$ cat src/hw/rtl/x86_16_instruction_field_decoder_assert.svh
// Assertion macros shared by the x86 field decoder RTL.
`ifndef X86_16_INSTRUCTION_FIELD_DECODER_ASSERT_SVH
`define X86_16_INSTRUCTION_FIELD_DECODER_ASSERT_SVH

// Property must hold at every clock edge outside reset.
`define XFD_CHECK(lbl, clk, rst, prop, msg) \
   lbl: assert property (@(posedge clk) disable iff (rst) (prop)) else $error(msg);

// Condition must never be seen outside reset.
`define XFD_NEVER(lbl, clk, rst, cond, msg) \
   lbl: assert property (@(posedge clk) disable iff (rst) !(cond)) else $error(msg);

`endif

$ cat src/hw/rtl/xfd_pkg.sv
// Types, opcode patterns and helpers for the x86 instruction field decoder.
package xfd_pkg;

   localparam int NUM_BYTES = 6;

   typedef logic [NUM_BYTES-1:0][7:0] window_type;

   // status codes
   localparam logic [1:0] ST_OK      = 2'd0;
   localparam logic [1:0] ST_UNKNOWN = 2'd1;
   localparam logic [1:0] ST_TRUNC   = 2'd2;

   // instruction forms
   localparam logic [3:0] CL_MOV_RM_REG  = 4'd0;
   localparam logic [3:0] CL_MOV_IMM_RM  = 4'd1;
   localparam logic [3:0] CL_MOV_IMM_REG = 4'd2;
   localparam logic [3:0] CL_MOV_ACC_MEM = 4'd3;
   localparam logic [3:0] CL_MOV_SEG     = 4'd4;
   localparam logic [3:0] CL_ADD_RM_REG  = 4'd5;
   localparam logic [3:0] CL_ADD_IMM_RM  = 4'd6;
   localparam logic [3:0] CL_ADD_IMM_ACC = 4'd7;
   localparam logic [3:0] CL_SUB_RM_REG  = 4'd8;
   localparam logic [3:0] CL_SUB_IMM_RM  = 4'd9;
   localparam logic [3:0] CL_SUB_IMM_ACC = 4'd10;
   localparam logic [3:0] CL_CMP_RM_REG  = 4'd11;
   localparam logic [3:0] CL_CMP_IMM_RM  = 4'd12;
   localparam logic [3:0] CL_CMP_IMM_ACC = 4'd13;
   localparam logic [3:0] CL_JCC         = 4'd14;
   localparam logic [3:0] CL_LOOP        = 4'd15;

   // operand layouts
   localparam logic [2:0] KIND_REG_MEM  = 3'd0;
   localparam logic [2:0] KIND_IMM_RM   = 3'd1;
   localparam logic [2:0] KIND_IMM_REG  = 3'd2;
   localparam logic [2:0] KIND_ACC_MEM  = 3'd3;
   localparam logic [2:0] KIND_SEG      = 3'd4;
   localparam logic [2:0] KIND_IMM_ACC  = 3'd5;
   localparam logic [2:0] KIND_JUMP     = 3'd6;

   // group 80-83 opcode extensions
   localparam logic [2:0] EXT_ADD = 3'd0;
   localparam logic [2:0] EXT_SUB = 3'd5;
   localparam logic [2:0] EXT_CMP = 3'd7;

   // opcode patterns
   localparam logic [5:0] OPC_MOV_RM_REG  = 6'b100010;
   localparam logic [6:0] OPC_MOV_IMM_RM  = 7'b1100011;
   localparam logic [3:0] OPC_MOV_IMM_REG = 4'b1011;
   localparam logic [6:0] OPC_MOV_ACC_MEM = 7'b1010000;
   localparam logic [7:0] OPC_MOV_TO_SEG  = 8'b10001110;
   localparam logic [7:0] OPC_MOV_FROM_SEG = 8'b10001100;
   localparam logic [5:0] OPC_ADD_RM_REG  = 6'b000000;
   localparam logic [5:0] OPC_GRP_IMM     = 6'b100000;
   localparam logic [6:0] OPC_ADD_IMM_ACC = 7'b0000010;
   localparam logic [5:0] OPC_SUB_RM_REG  = 6'b001010;
   localparam logic [6:0] OPC_SUB_IMM_ACC = 7'b0010110;
   localparam logic [5:0] OPC_CMP_RM_REG  = 6'b001110;
   localparam logic [6:0] OPC_CMP_IMM_ACC = 7'b0011110;
   localparam logic [3:0] OPC_JCC         = 4'b0111;
   localparam logic [5:0] OPC_LOOP        = 6'b111000;

   typedef struct packed {
      logic [1:0]  status;
      logic [3:0]  op_class;
      logic        dir_bit;
      logic        wide_bit;
      logic [1:0]  mod_field;
      logic [2:0]  reg_field;
      logic [2:0]  rm_field;
      logic [15:0] disp_value;
      logic [1:0]  disp_bytes;
      logic [15:0] imm_value;
      logic [1:0]  imm_bytes;
      logic [2:0]  length;
   } decode_result_type;

   // little-endian fetch of n (0..2) bytes at pos; zero past the window
   function automatic logic [15:0] fetch(input window_type b, input logic [2:0] pos,
                                         input logic [1:0] n);
      logic [15:0] val;
      val = '0;
      if (n != 2'd0 && pos <= 3'd5) begin
         if (n == 2'd1 || pos == 3'd5) begin
            val = {8'h00, b[pos]};
         end else begin
            val = {b[3'(pos + 3'd1)], b[pos]};
         end
      end
      return val;
   endfunction

endpackage

$ cat src/hw/rtl/xfd_decode.sv
// Combinational decode of one instruction window into its fields.
module xfd_decode
   import xfd_pkg::*;
(
   input  window_type        win,
   input  logic [2:0]        left,
   output decode_result_type res
);

   logic [7:0]  op;
   logic [7:0]  b1;
   logic [1:0]  err;
   logic [3:0]  cls;
   logic [2:0]  kind;
   logic        d;
   logic        w;
   logic        s;
   logic [1:0]  md;
   logic [2:0]  rg;
   logic [2:0]  rm;
   logic [1:0]  nd;
   logic [1:0]  ni;
   logic [2:0]  len;
   logic [15:0] disp;
   logic [15:0] imm;

   assign op = win[0];
   assign b1 = win[1];

   always_comb begin
      err  = ST_OK;
      cls  = CL_MOV_RM_REG;
      kind = KIND_REG_MEM;
      d    = 1'b0;
      w    = op[0];
      s    = 1'b0;
      md   = 2'd0;
      rg   = 3'd0;
      rm   = 3'd0;
      nd   = 2'd0;
      ni   = 2'd0;
      len  = 3'd0;
      disp = '0;
      imm  = '0;

      priority if (op[7:2] == OPC_MOV_RM_REG) begin
         cls = CL_MOV_RM_REG;  kind = KIND_REG_MEM;
      end else if (op[7:1] == OPC_MOV_IMM_RM) begin
         cls = CL_MOV_IMM_RM;  kind = KIND_IMM_RM;
      end else if (op[7:4] == OPC_MOV_IMM_REG) begin
         cls = CL_MOV_IMM_REG; kind = KIND_IMM_REG;
      end else if (op[7:2] == OPC_MOV_ACC_MEM[6:1]) begin
         cls = CL_MOV_ACC_MEM; kind = KIND_ACC_MEM;
      end else if (op == OPC_MOV_TO_SEG || op == OPC_MOV_FROM_SEG) begin
         cls = CL_MOV_SEG;     kind = KIND_SEG;
      end else if (op[7:2] == OPC_ADD_RM_REG) begin
         cls = CL_ADD_RM_REG;  kind = KIND_REG_MEM;
      end else if (op[7:2] == OPC_GRP_IMM) begin
         kind = KIND_IMM_RM;
         // extension lives in the ModRM byte, so it needs a second byte
         if (left < 3'd2) begin
            err = ST_TRUNC;
         end else if (b1[5:3] == EXT_ADD) begin
            cls = CL_ADD_IMM_RM;
         end else if (b1[5:3] == EXT_SUB) begin
            cls = CL_SUB_IMM_RM;
         end else if (b1[5:3] == EXT_CMP) begin
            cls = CL_CMP_IMM_RM;
         end else begin
            err = ST_UNKNOWN;
         end
      end else if (op[7:1] == OPC_ADD_IMM_ACC) begin
         cls = CL_ADD_IMM_ACC; kind = KIND_IMM_ACC;
      end else if (op[7:2] == OPC_SUB_RM_REG) begin
         cls = CL_SUB_RM_REG;  kind = KIND_REG_MEM;
      end else if (op[7:1] == OPC_SUB_IMM_ACC) begin
         cls = CL_SUB_IMM_ACC; kind = KIND_IMM_ACC;
      end else if (op[7:2] == OPC_CMP_RM_REG) begin
         cls = CL_CMP_RM_REG;  kind = KIND_REG_MEM;
      end else if (op[7:1] == OPC_CMP_IMM_ACC) begin
         cls = CL_CMP_IMM_ACC; kind = KIND_IMM_ACC;
      end else if (op[7:4] == OPC_JCC) begin
         cls = CL_JCC;         kind = KIND_JUMP;
      end else if (op[7:2] == OPC_LOOP) begin
         cls = CL_LOOP;        kind = KIND_JUMP;
      end else begin
         err = ST_UNKNOWN;
      end

      if (kind == KIND_REG_MEM || kind == KIND_IMM_RM || kind == KIND_SEG) begin
         md = b1[7:6];
         rg = b1[5:3];
         rm = b1[2:0];
         if (md == 2'd1) begin
            nd = 2'd1;
         end else if (md == 2'd2) begin
            nd = 2'd2;
         end else if (md == 2'd0 && rm == 3'd6) begin
            nd = 2'd2;   // direct address
         end
         disp = fetch(win, 3'd2, nd);
         len  = 3'd2 + {1'b0, nd};
      end

      unique case (kind)
         KIND_REG_MEM: begin
            d = op[1];
         end
         KIND_SEG: begin
            d  = op[1];
            w  = 1'b1;
            rg = {1'b0, b1[4:3]};
         end
         KIND_IMM_RM: begin
            s   = (cls == CL_MOV_IMM_RM) ? 1'b0 : op[1];
            ni  = (w && !s) ? 2'd2 : 2'd1;
            imm = fetch(win, 3'd2 + {1'b0, nd}, ni);
            len = len + {1'b0, ni};
         end
         KIND_IMM_REG: begin
            w   = op[3];
            rg  = op[2:0];
            ni  = w ? 2'd2 : 2'd1;
            imm = fetch(win, 3'd1, ni);
            len = 3'd1 + {1'b0, ni};
         end
         KIND_ACC_MEM: begin
            d    = ~op[1];
            nd   = 2'd2;
            disp = fetch(win, 3'd1, 2'd2);
            len  = 3'd3;
         end
         KIND_IMM_ACC: begin
            d   = 1'b1;
            ni  = w ? 2'd2 : 2'd1;
            imm = fetch(win, 3'd1, ni);
            len = 3'd1 + {1'b0, ni};
         end
         default: begin
            w   = 1'b0;
            ni  = 2'd1;
            imm = {8'h00, b1};
            len = 3'd2;
         end
      endcase

      if (left == 3'd0) begin
         err = ST_TRUNC;
      end else if (err == ST_OK && len > left) begin
         err = ST_TRUNC;
      end

      res = '0;
      res.status = err;
      if (err == ST_OK) begin
         res.op_class   = cls;
         res.dir_bit    = d;
         res.wide_bit   = w;
         res.mod_field  = md;
         res.reg_field  = rg;
         res.rm_field   = rm;
         res.disp_value = disp;
         res.disp_bytes = nd;
         res.imm_value  = imm;
         res.imm_bytes  = ni;
         res.length     = len;
      end
   end

endmodule

$ cat src/hw/rtl/x86_16_instruction_field_decoder.sv
// Top level of the x86 instruction field decoder: input register, decode, result register.
//
//   channel   ports                        transfer
//   request   start, busy, req_*           start high and busy low at a rising edge
//   response  rsp_valid, rsp_*             rsp_valid high for one cycle, always taken
//
// One window is taken every cycle; busy never rises.
// The window is registered, decoded in one pass of logic, and the fields are
// registered together with the rsp_valid strobe.
// Synchronous reset clears the two valid flags; payload registers are not reset.
// The receiver cannot stall, so no result is ever held back.
`include "x86_16_instruction_field_decoder_assert.svh"

module x86_16_instruction_field_decoder
   import xfd_pkg::*;
(
   input  logic        clock,
   input  logic        reset,
   input  logic        start,
   output logic        busy,
   input  logic [7:0]  req_byte_zero,
   input  logic [7:0]  req_byte_one,
   input  logic [7:0]  req_byte_two,
   input  logic [7:0]  req_byte_three,
   input  logic [7:0]  req_byte_four,
   input  logic [7:0]  req_byte_five,
   input  logic [2:0]  req_bytes_left,
   output logic        rsp_valid,
   output logic [1:0]  rsp_status,
   output logic [3:0]  rsp_op_class,
   output logic        rsp_dir_bit,
   output logic        rsp_wide_bit,
   output logic [1:0]  rsp_mod_field,
   output logic [2:0]  rsp_reg_field,
   output logic [2:0]  rsp_rm_field,
   output logic [15:0] rsp_disp_value,
   output logic [1:0]  rsp_disp_bytes,
   output logic [15:0] rsp_imm_value,
   output logic [1:0]  rsp_imm_bytes,
   output logic [2:0]  rsp_length
);

   logic              accept;
   window_type        win_ff;
   window_type        win_in;
   logic [2:0]        left_ff;
   logic              valid_ff;
   logic              valid_in;
   decode_result_type dec;
   decode_result_type res_ff;
   logic              rsp_valid_ff;

   assign busy     = 1'b0;
   assign accept   = start && !busy;
   assign valid_in = accept;
   assign win_in   = {req_byte_five, req_byte_four, req_byte_three,
                      req_byte_two, req_byte_one, req_byte_zero};

   always_ff @(posedge clock) begin
      if (reset) begin
         valid_ff     <= 1'b0;
         rsp_valid_ff <= 1'b0;
      end else begin
         valid_ff     <= valid_in;
         rsp_valid_ff <= valid_ff;
      end
   end

   always_ff @(posedge clock) begin
      if (accept) begin
         win_ff  <= win_in;
         left_ff <= req_bytes_left;
      end
      if (valid_ff) begin
         res_ff <= dec;
      end
   end

   xfd_decode u_decode (
      .win  (win_ff),
      .left (left_ff),
      .res  (dec)
   );

   assign rsp_valid      = rsp_valid_ff;
   assign rsp_status     = res_ff.status;
   assign rsp_op_class   = res_ff.op_class;
   assign rsp_dir_bit    = res_ff.dir_bit;
   assign rsp_wide_bit   = res_ff.wide_bit;
   assign rsp_mod_field  = res_ff.mod_field;
   assign rsp_reg_field  = res_ff.reg_field;
   assign rsp_rm_field   = res_ff.rm_field;
   assign rsp_disp_value = res_ff.disp_value;
   assign rsp_disp_bytes = res_ff.disp_bytes;
   assign rsp_imm_value  = res_ff.imm_value;
   assign rsp_imm_bytes  = res_ff.imm_bytes;
   assign rsp_length     = res_ff.length;

   `XFD_CHECK(a_rsp_follows_req, clock, reset, rsp_valid |-> $past(accept, 2), "response without request")
   `XFD_CHECK(a_req_gives_rsp, clock, reset, valid_ff |=> rsp_valid, "request dropped in pipeline")
   `XFD_CHECK(a_err_clears_fields, clock, reset, (rsp_valid && rsp_status != ST_OK) |-> (rsp_length == 3'd0 && rsp_op_class == 4'd0 && rsp_imm_bytes == 2'd0), "error result carries fields")
   `XFD_CHECK(a_len_within_left, clock, reset, (rsp_valid && rsp_status == ST_OK) |-> (rsp_length != 3'd0 && rsp_length <= $past(left_ff)), "length exceeds bytes left")
   `XFD_NEVER(a_byte_counts, clock, reset, rsp_valid && (rsp_disp_bytes == 2'd3 || rsp_imm_bytes == 2'd3), "byte count out of range")

endmodule
$ cat config.mk
export PLATFORM = sky130hd
export DESIGN_NAME = x86_16_instruction_field_decoder
export DESIGN_NICKNAME = d
export VERILOG_FILES = /design/src/hw/rtl/xfd_pkg.sv /design/src/hw/rtl/xfd_decode.sv /design/src/hw/rtl/x86_16_instruction_field_decoder.sv
export VERILOG_INCLUDE_DIRS = /design/src /design/src/hw/rtl
export SDC_FILE = /design/constraint.sdc
export NUM_CORES = 1
export LEC_CHECK = 0
export ABC_AREA = 1
export BUFFER_PORTS_ARGS = -buffer_cell sky130_fd_sc_hd__buf_2
export CAP_MARGIN = 20
export CORE_MARGIN = 2
export CORE_UTILIZATION = 30
export DETAILED_ROUTE_END_ITERATION = 10
export PLACE_DENSITY_LB_ADDON = 0.08
export SLEW_MARGIN = 20
export SYNTH_ARGS = -nofsm -noshare
export SYNTH_HDL_FRONTEND = slang
export SYNTH_SLANG_ARGS = --single-unit
$ cat constraint.sdc
create_clock -name clock -period 4.51 [get_ports clock]
set_input_delay 0.2255 -clock clock [delete_from_list [all_inputs] [get_ports clock]]
set_output_delay 0.2255 -clock clock [all_outputs]
set_load 0.05 [all_outputs]
; After elaboration in Yosys (flattened, before gate mapping)
; Cells that the tools add are included.
[totals]
regBits = 108
word_cells = 174
inputBits = 54
[classes]
n_bitwise = 2
n_lt_le_gt_ge = 5
n_addsub = 6
n_reduce_logical = 25
n_eq_ne = 30
mux = 84
[ops]
columns = operator, count
row1 = $mux 16, 10
row2 = $mux 4, 18
row3 = $pmux 16 s4, 1
row4 = $mux 2, 27
row5 = $bmux 8 s3, 2
row6 = $mux 3, 16
row7 = $eq 6x6->1 const B, 4
row8 = $eq 3x3->1 const B, 6
row9 = $eq 8x8->1 const B, 2
row10 = $mux 8, 2
row11 = $pmux 3 s5, 1
row12 = $eq 7x5->1 const B, 2
row13 = $eq 6x4->1 const B, 2
row14 = $eq 2x1->1 const B, 5
row15 = $logic_not 3->1, 3
row16 = $lt 3x4->1 const B, 2
row17 = $pmux 2 s4, 1
row18 = $reduce_bool 2->1, 4
row19 = $eq 7x2->1 const B, 1
row20 = $eq 7x7->1 const B, 1
row21 = $add 1x2->3 const A, 2
row22 = $add 2x2->3 const A, 2
row23 = $eq 3x2->1 const B, 2
row24 = $logic_not 2->1, 3
row25 = other kinds (22), 33

; Longest topological paths before layout
[depth]
depth_word = 30
ltp_mapped = 24
ltp_nobuf = 22

; Hierarchy
; A second synthesis with hierarchy kept.
[hier_totals]
hier_cells = 564
area_unflattened_um2 = 5566.6
[by_module_without_submodules]
columns = mod, area_per_inst_um2, seq_area_each_um2, cells_each, instances
row1 = x86_16_instruction_field_decoder, 3249.4, 3223.1, 114, 1
row2 = xfd_decode, 2317.2, 0.0, 450, 1

; Least setup slack after synthesis
; No wires, ideal clock.
[synth_path]
kind = register to register
start = register win_ff[5] in the netlist's numbering
end = register res_ff (netlist bit rsp_disp_bytes[1]), data pin
setup_slack_ns = 1.101
t_arrival_ns = 3.138
setup_ns = 0.271
required_time_ns = 4.239
synth_period_minus_slack_ns = 3.409
path_stages_with_launch = 22
cell_sequence = edfxtp_1 -> nand2_2 -> inv_1 -> nand3_1 -> nand2_2 -> nor2_4 -> nand3_2 -> buf_6 -> inv_2 -> ha_1 -> inv_1 -> fa_1 -> xor2_1 -> nand2_1 -> nand3_1 -> ha_1 -> nand2_1 -> o21ai_0 -> nand2_1 -> nand3_4 -> buf_2 -> a21oi_1
[synth_via]
elab_chain_len = 27
word_cells_on_any_way = 83
classes_between = add/sub (1) / order compare (1) / eq/ne (20) / mux (50) / reduce/logical (11)
[synth_rtl]
columns = item, line_no
row1 = start: declaration, x86_16_instruction_field_decoder.sv:44  ; window_type win_ff;
row2 = start signal: assignment, x86_16_instruction_field_decoder.sv:71  ; win_ff <= win_in;
row3 = $eq 6x6->1, xfd_decode.sv:84  ; end else if (op[7:2] == OPC_LOOP) begin
row4 = $mux 4, xfd_decode.sv:84
row5 = $mux 4, xfd_decode.sv:82  ; end else if (op[7:4] == OPC_JCC) begin
row6 = $mux 4, xfd_decode.sv:80  ; end else if (op[7:1] == OPC_CMP_IMM_ACC) begin
row7 = $mux 4, xfd_decode.sv:78  ; end else if (op[7:2] == OPC_CMP_RM_REG) begin
row8 = $mux 4, xfd_decode.sv:76  ; end else if (op[7:1] == OPC_SUB_IMM_ACC) begin
row9 = $mux 4, xfd_decode.sv:74  ; end else if (op[7:2] == OPC_SUB_RM_REG) begin
row10 = $mux 4, xfd_decode.sv:72  ; end else if (op[7:1] == OPC_ADD_IMM_ACC) begin
row11 = (+12 left out), n/a
row12 = $add 3x2->3, xfd_decode.sv:118  ; len = len + {1'b0, ni};
row13 = $pmux 3 s5 (*), xfd_decode.sv:105  ; unique case (kind)
row14 = net u_decode.len[2], xfd_decode.sv:23  ; logic [2:0] len;
row15 = $gt 3x3->1 (*), xfd_decode.sv:149  ; end else if (err == ST_OK && len > left) begin
row16 = $logic_and 1x1->1 (*), xfd_decode.sv:149
row17 = $mux 2 (*), xfd_decode.sv:149
row18 = $mux 2 (*), xfd_decode.sv:147  ; if (left == 3'd0) begin
row19 = $logic_not 2->1 (*), xfd_decode.sv:155  ; if (err == ST_OK) begin
row20 = end signal: assignment, x86_16_instruction_field_decoder.sv:75  ; res_ff <= dec;
row21 = end: declaration, x86_16_instruction_field_decoder.sv:50  ; decode_result_type res_ff;
; Mark *: on every way through the listed nets, which the timed path passes. The rest lies on a longest branch.
; A chain may end at the register's enable or synchronous reset.

; Final worst setup path
[layout_path]
start = register win_ff[3] in the netlist's numbering
end = register res_ff (netlist bit rsp_disp_bytes[0]), data pin
[layout_via]
elab_chain_len = 29
word_cells_on_any_way = 84
classes_between = add/sub (2) / order compare (1) / eq/ne (18) / mux (50) / bitwise (1) / reduce/logical (12)
[layout_rtl]
columns = item, line_no
row1 = $eq 6x6->1, xfd_decode.sv:84
row2 = $mux 4, xfd_decode.sv:84
row3 = $mux 4, xfd_decode.sv:82
row4 = $mux 4, xfd_decode.sv:80
row5 = $mux 4, xfd_decode.sv:78
row6 = $mux 4, xfd_decode.sv:76
row7 = $mux 4, xfd_decode.sv:74
row8 = $mux 4, xfd_decode.sv:72
row9 = (+14 left out), n/a
row10 = net u_decode.len[2], xfd_decode.sv:23
row11 = $gt 3x3->1 (*), xfd_decode.sv:149
row12 = $logic_and 1x1->1 (*), xfd_decode.sv:149
row13 = $mux 2 (*), xfd_decode.sv:149
row14 = $mux 2 (*), xfd_decode.sv:147
row15 = $logic_not 2->1 (*), xfd_decode.sv:155
row16 = $not 1->1 (no source line) (*), n/a
row17 = $reduce_or 2->1 (no source line) (*), n/a
; Marked as above.

==> impl_metrics.py <==
metrics = {
    "synthesis": {
        "syn-instance-count": 577,
        "synth_cell_types": 39,
        "ys_ff_latch": 108,
        "synth_top_flop_cell": "edfxtp_1",
        "async_flop_share_pct": 0,
        "syn_nets": 640,
        "ys_seq_area_share_pct": 58.1,
        "synth-edff-count": 106,
        "syn_area_mm2": 0.00555,
        "syn_avg_cell_area_um2": 9.61,
        "yosys_warnings": 0,
    },
    "detailed_routing": {
        "first_pass_iters": 5,
        "wl_um": 16100,
        "via_per_inst": 4.83,
        "initialDrtViolationCount": 353,
        "num_vias": 4422,
        "drc": 0,
        "ant_nets": 0,
        "routedWlPerCell_um": 17.6,
    },
    "global_routing": {
        "gr-total-overflow": 0,
        "grt_max_degree": 57,
        "antenna_found_initial": 0,
        "grt_pass1_vias": 4305,
        "grt_usage_pct": 16.7,
        "grt_pass1_wl_um": 25000,
    },
    "critical_path": {
        "critPathTopFamily": "simple AND/OR/NAND/NOR gates",
        "crit_buf_inv": 5,
        "critPathArrivalTime_ns": 4.14,
        "critPathLaunchType": "register",
        "cp_cell_sequence": "inv_2 > nand2_1 > nor2_1 > nand2_4 > inv_2 > nor2_8 > nand3_2 > inv_2 > ha_1 > inv_1 > fa_1 > xor2_1 > nand2_1 > nand3_1 > ha_1 > nand2_1 > o21ai_0 > nand2_1 > nand3_4 > inv_2 > nand2_1 > nor2_1",
        "cp_max_fo": 22,
        "worstSetupPathType": "reg2reg",
        "critPathMostFrequentCell": "nand2_1",
        "worst_r2r_path_depth": 22,
        "end_kind": "register",
        "cp_slowest_cell": "edfxtp_1",
        "path_depth": 22,
        "critPathMaxStageDelay_ns": 0.57,
        "required_ns": 4.61,
    },
    "run_status": {
        "outcome": "finished clean",
    },
    "timing": {
        "tns_ns": 0,
        "fin_crit_ns": 4.03,
        "slew_headroom_pct": 50.3,
        "hold_viol": 0,
        "finClkSkew_ns": 0.0122,
        "drv_slew": 0,
        "setup-violations-final": 0,
        "clock.fmax_mhz": 248,
        "worst_slew_pin_slew_ns": 0.745,
        "rsz0062_at_grt": "false",
        "min_period_over_period_pct": 89.4,
    },
    "clock_network": {
        "clockBufferDepth": 2,
        "holdBufCountCts": 0,
        "htree_levels": 3,
        "clkTransAtPathRegs_ns": 0.08,
        "cts_setup_buffers": 0,
        "insertion_delay_ns": 0.36,
        "clock_sink_count": 108,
        "tritoncts": "yes",
        "ctsResizeCount": 0,
        "cts_buffers": 9,
        "cts-root-buf": "clkbuf_16",
    },
    "place": {
        "io_buffers": 109,
        "place_congestion": 0.874,
        "dp.cells": 899,
        "placed_cell_area_mm2": 0.00631,
        "dp_hpwl_um": 11800,
    },
    "final_layout": {
        "final_common_cell": "nand2_1",
        "stdcell_area_mm2": 0.00661,
        "drive_gt1_share_pct": 26.2,
        "diodes": 0,
        "final_net_count": 745,
        "synthToLayoutAreaGrowth_pct": 19.2,
        "fin_cells": 916,
        "mostFrequentLayoutCells": "nand2_1, buf_2, edfxtp_1, a21oi_1, nand3_1",
    },
    "floorplan": {
        "row_count": 49,
        "die_h_um": 140,
        "core_area_mm2": 0.0180,
        "die_area_mm2": 0.0196,
        "die_w_um": 140,
        "io_pins": 111,
        "start_util_pct": 30.8,
    },
    "power_and_ir_drop": {
        "total_power_mw": 2.57,
        "p_leak_nw": 2.62,
        "cellPowerDensity_mw_per_mm2": 388,
        "vdd_drop_max_mv": 0.186,
    },
    "flow_run": {
        "maxCapViolations": 0,
    },
    "hold_path": {
        "hp-class": "in2reg",
        "worstHoldPathCells": 2,
    },
}
area by class of cell:
class	count	area, um^2
fill	1876	11400
sequential	108	3220
multi-input combinational	382	1940
timing repair buffer	120	641
tap	229	287
clock buffer	10	239
inverter	61	229
clock inverter	6	56.3
logic make-up (layout without fill, tap and decap cells):
group           count (synthesis)  count (layout)  synth area share (%)
buf+inv                        88             197                  7.06
compound gates                 98              98                  9.52
simple gates                  272             273                  22.9
flops                         108             108                  58.1
xor+xnor                        1               1                 0.158
fa+ha+maj                       9               9                  2.17
other cells                     1               1                0.0676
cells in the mapped netlist (all sizes together), types with 2 or more instances:
cell,instances,area share (%)
nor2,39,3.4
inv,61,4.1
nand2,143,10
dfxtp,2,0.72
nand4,18,2.0
edfxtp,106,57
buf,22,2.6
nor3,7,0.81
o21ai,15,1.4
a31oi,5,0.56
a21oi,73,6.9
nand3,62,6.2
clkbuf,5,0.34
ha,8,1.8
flip-flops by register name, indices dropped and copies added, names as in the netlist:
| signal | count |
|---|---|
| win_ff | 48 |
| rsp_disp_value | 16 |
| rsp_imm_value | 16 |
| rsp_op_class | 4 |
| left_ff | 3 |
| rsp_length | 3 |
| rsp_reg_field | 3 |
| rsp_rm_field | 3 |
| rsp_disp_bytes | 2 |
| rsp_imm_bytes | 2 |
| rsp_mod_field | 2 |
| rsp_status | 2 |
| rsp_dir_bit | 1 |
| rsp_valid | 1 |
| rsp_wide_bit | 1 |
| valid_ff | 1 |
worst paths after layout:
path                                                   endpoint  slack, ns            startpoint
worst min register to register          rsp_status[0]$_DFFE_PP_       0.69  left_ff[0]$_DFFE_PP_
worst max register to register  rsp_disp_bytes[0]$_SDFFCE_PP0P_       0.48   win_ff[3]$_DFFE_PP_
worst min-delay path                        valid_ff$_SDFF_PP0_       0.01                 reset
worst max-delay path            rsp_disp_bytes[0]$_SDFFCE_PP0P_       0.48   win_ff[3]$_DFFE_PP_
routing by layer:
metal / vias up / global-route usage [%] / share of wire, %
met4: 0 / 5.68 / 1.6
li1: 2197 / - / -
met3: 13 / 3.15 / 5.8
met2: 138 / 24.5 / 44
met5: - / 0 / 0
met1: 2074 / 24.8 / 49
where the power goes:
group          internal [mW]  total (mW)  switching, mW  leakage, nW
logic                  0.146       0.536          0.389         1.50
clock network          0.401       0.781          0.380        0.147
registers               1.19        1.25         0.0640        0.970
stage by stage:
stage	setup WS, ns	hold WS [ns]	utilization (%)
floorplan	1.10	0.297	-
global placement	0.488	0.390	35.0
detailed placement	0.364	0.399	35.0
CTS	0.354	0.00334	36.7
global route	0.0448	0.0214	36.7
finish	0.477	0.0123	36.7
(Power assumes the default switching activity.)
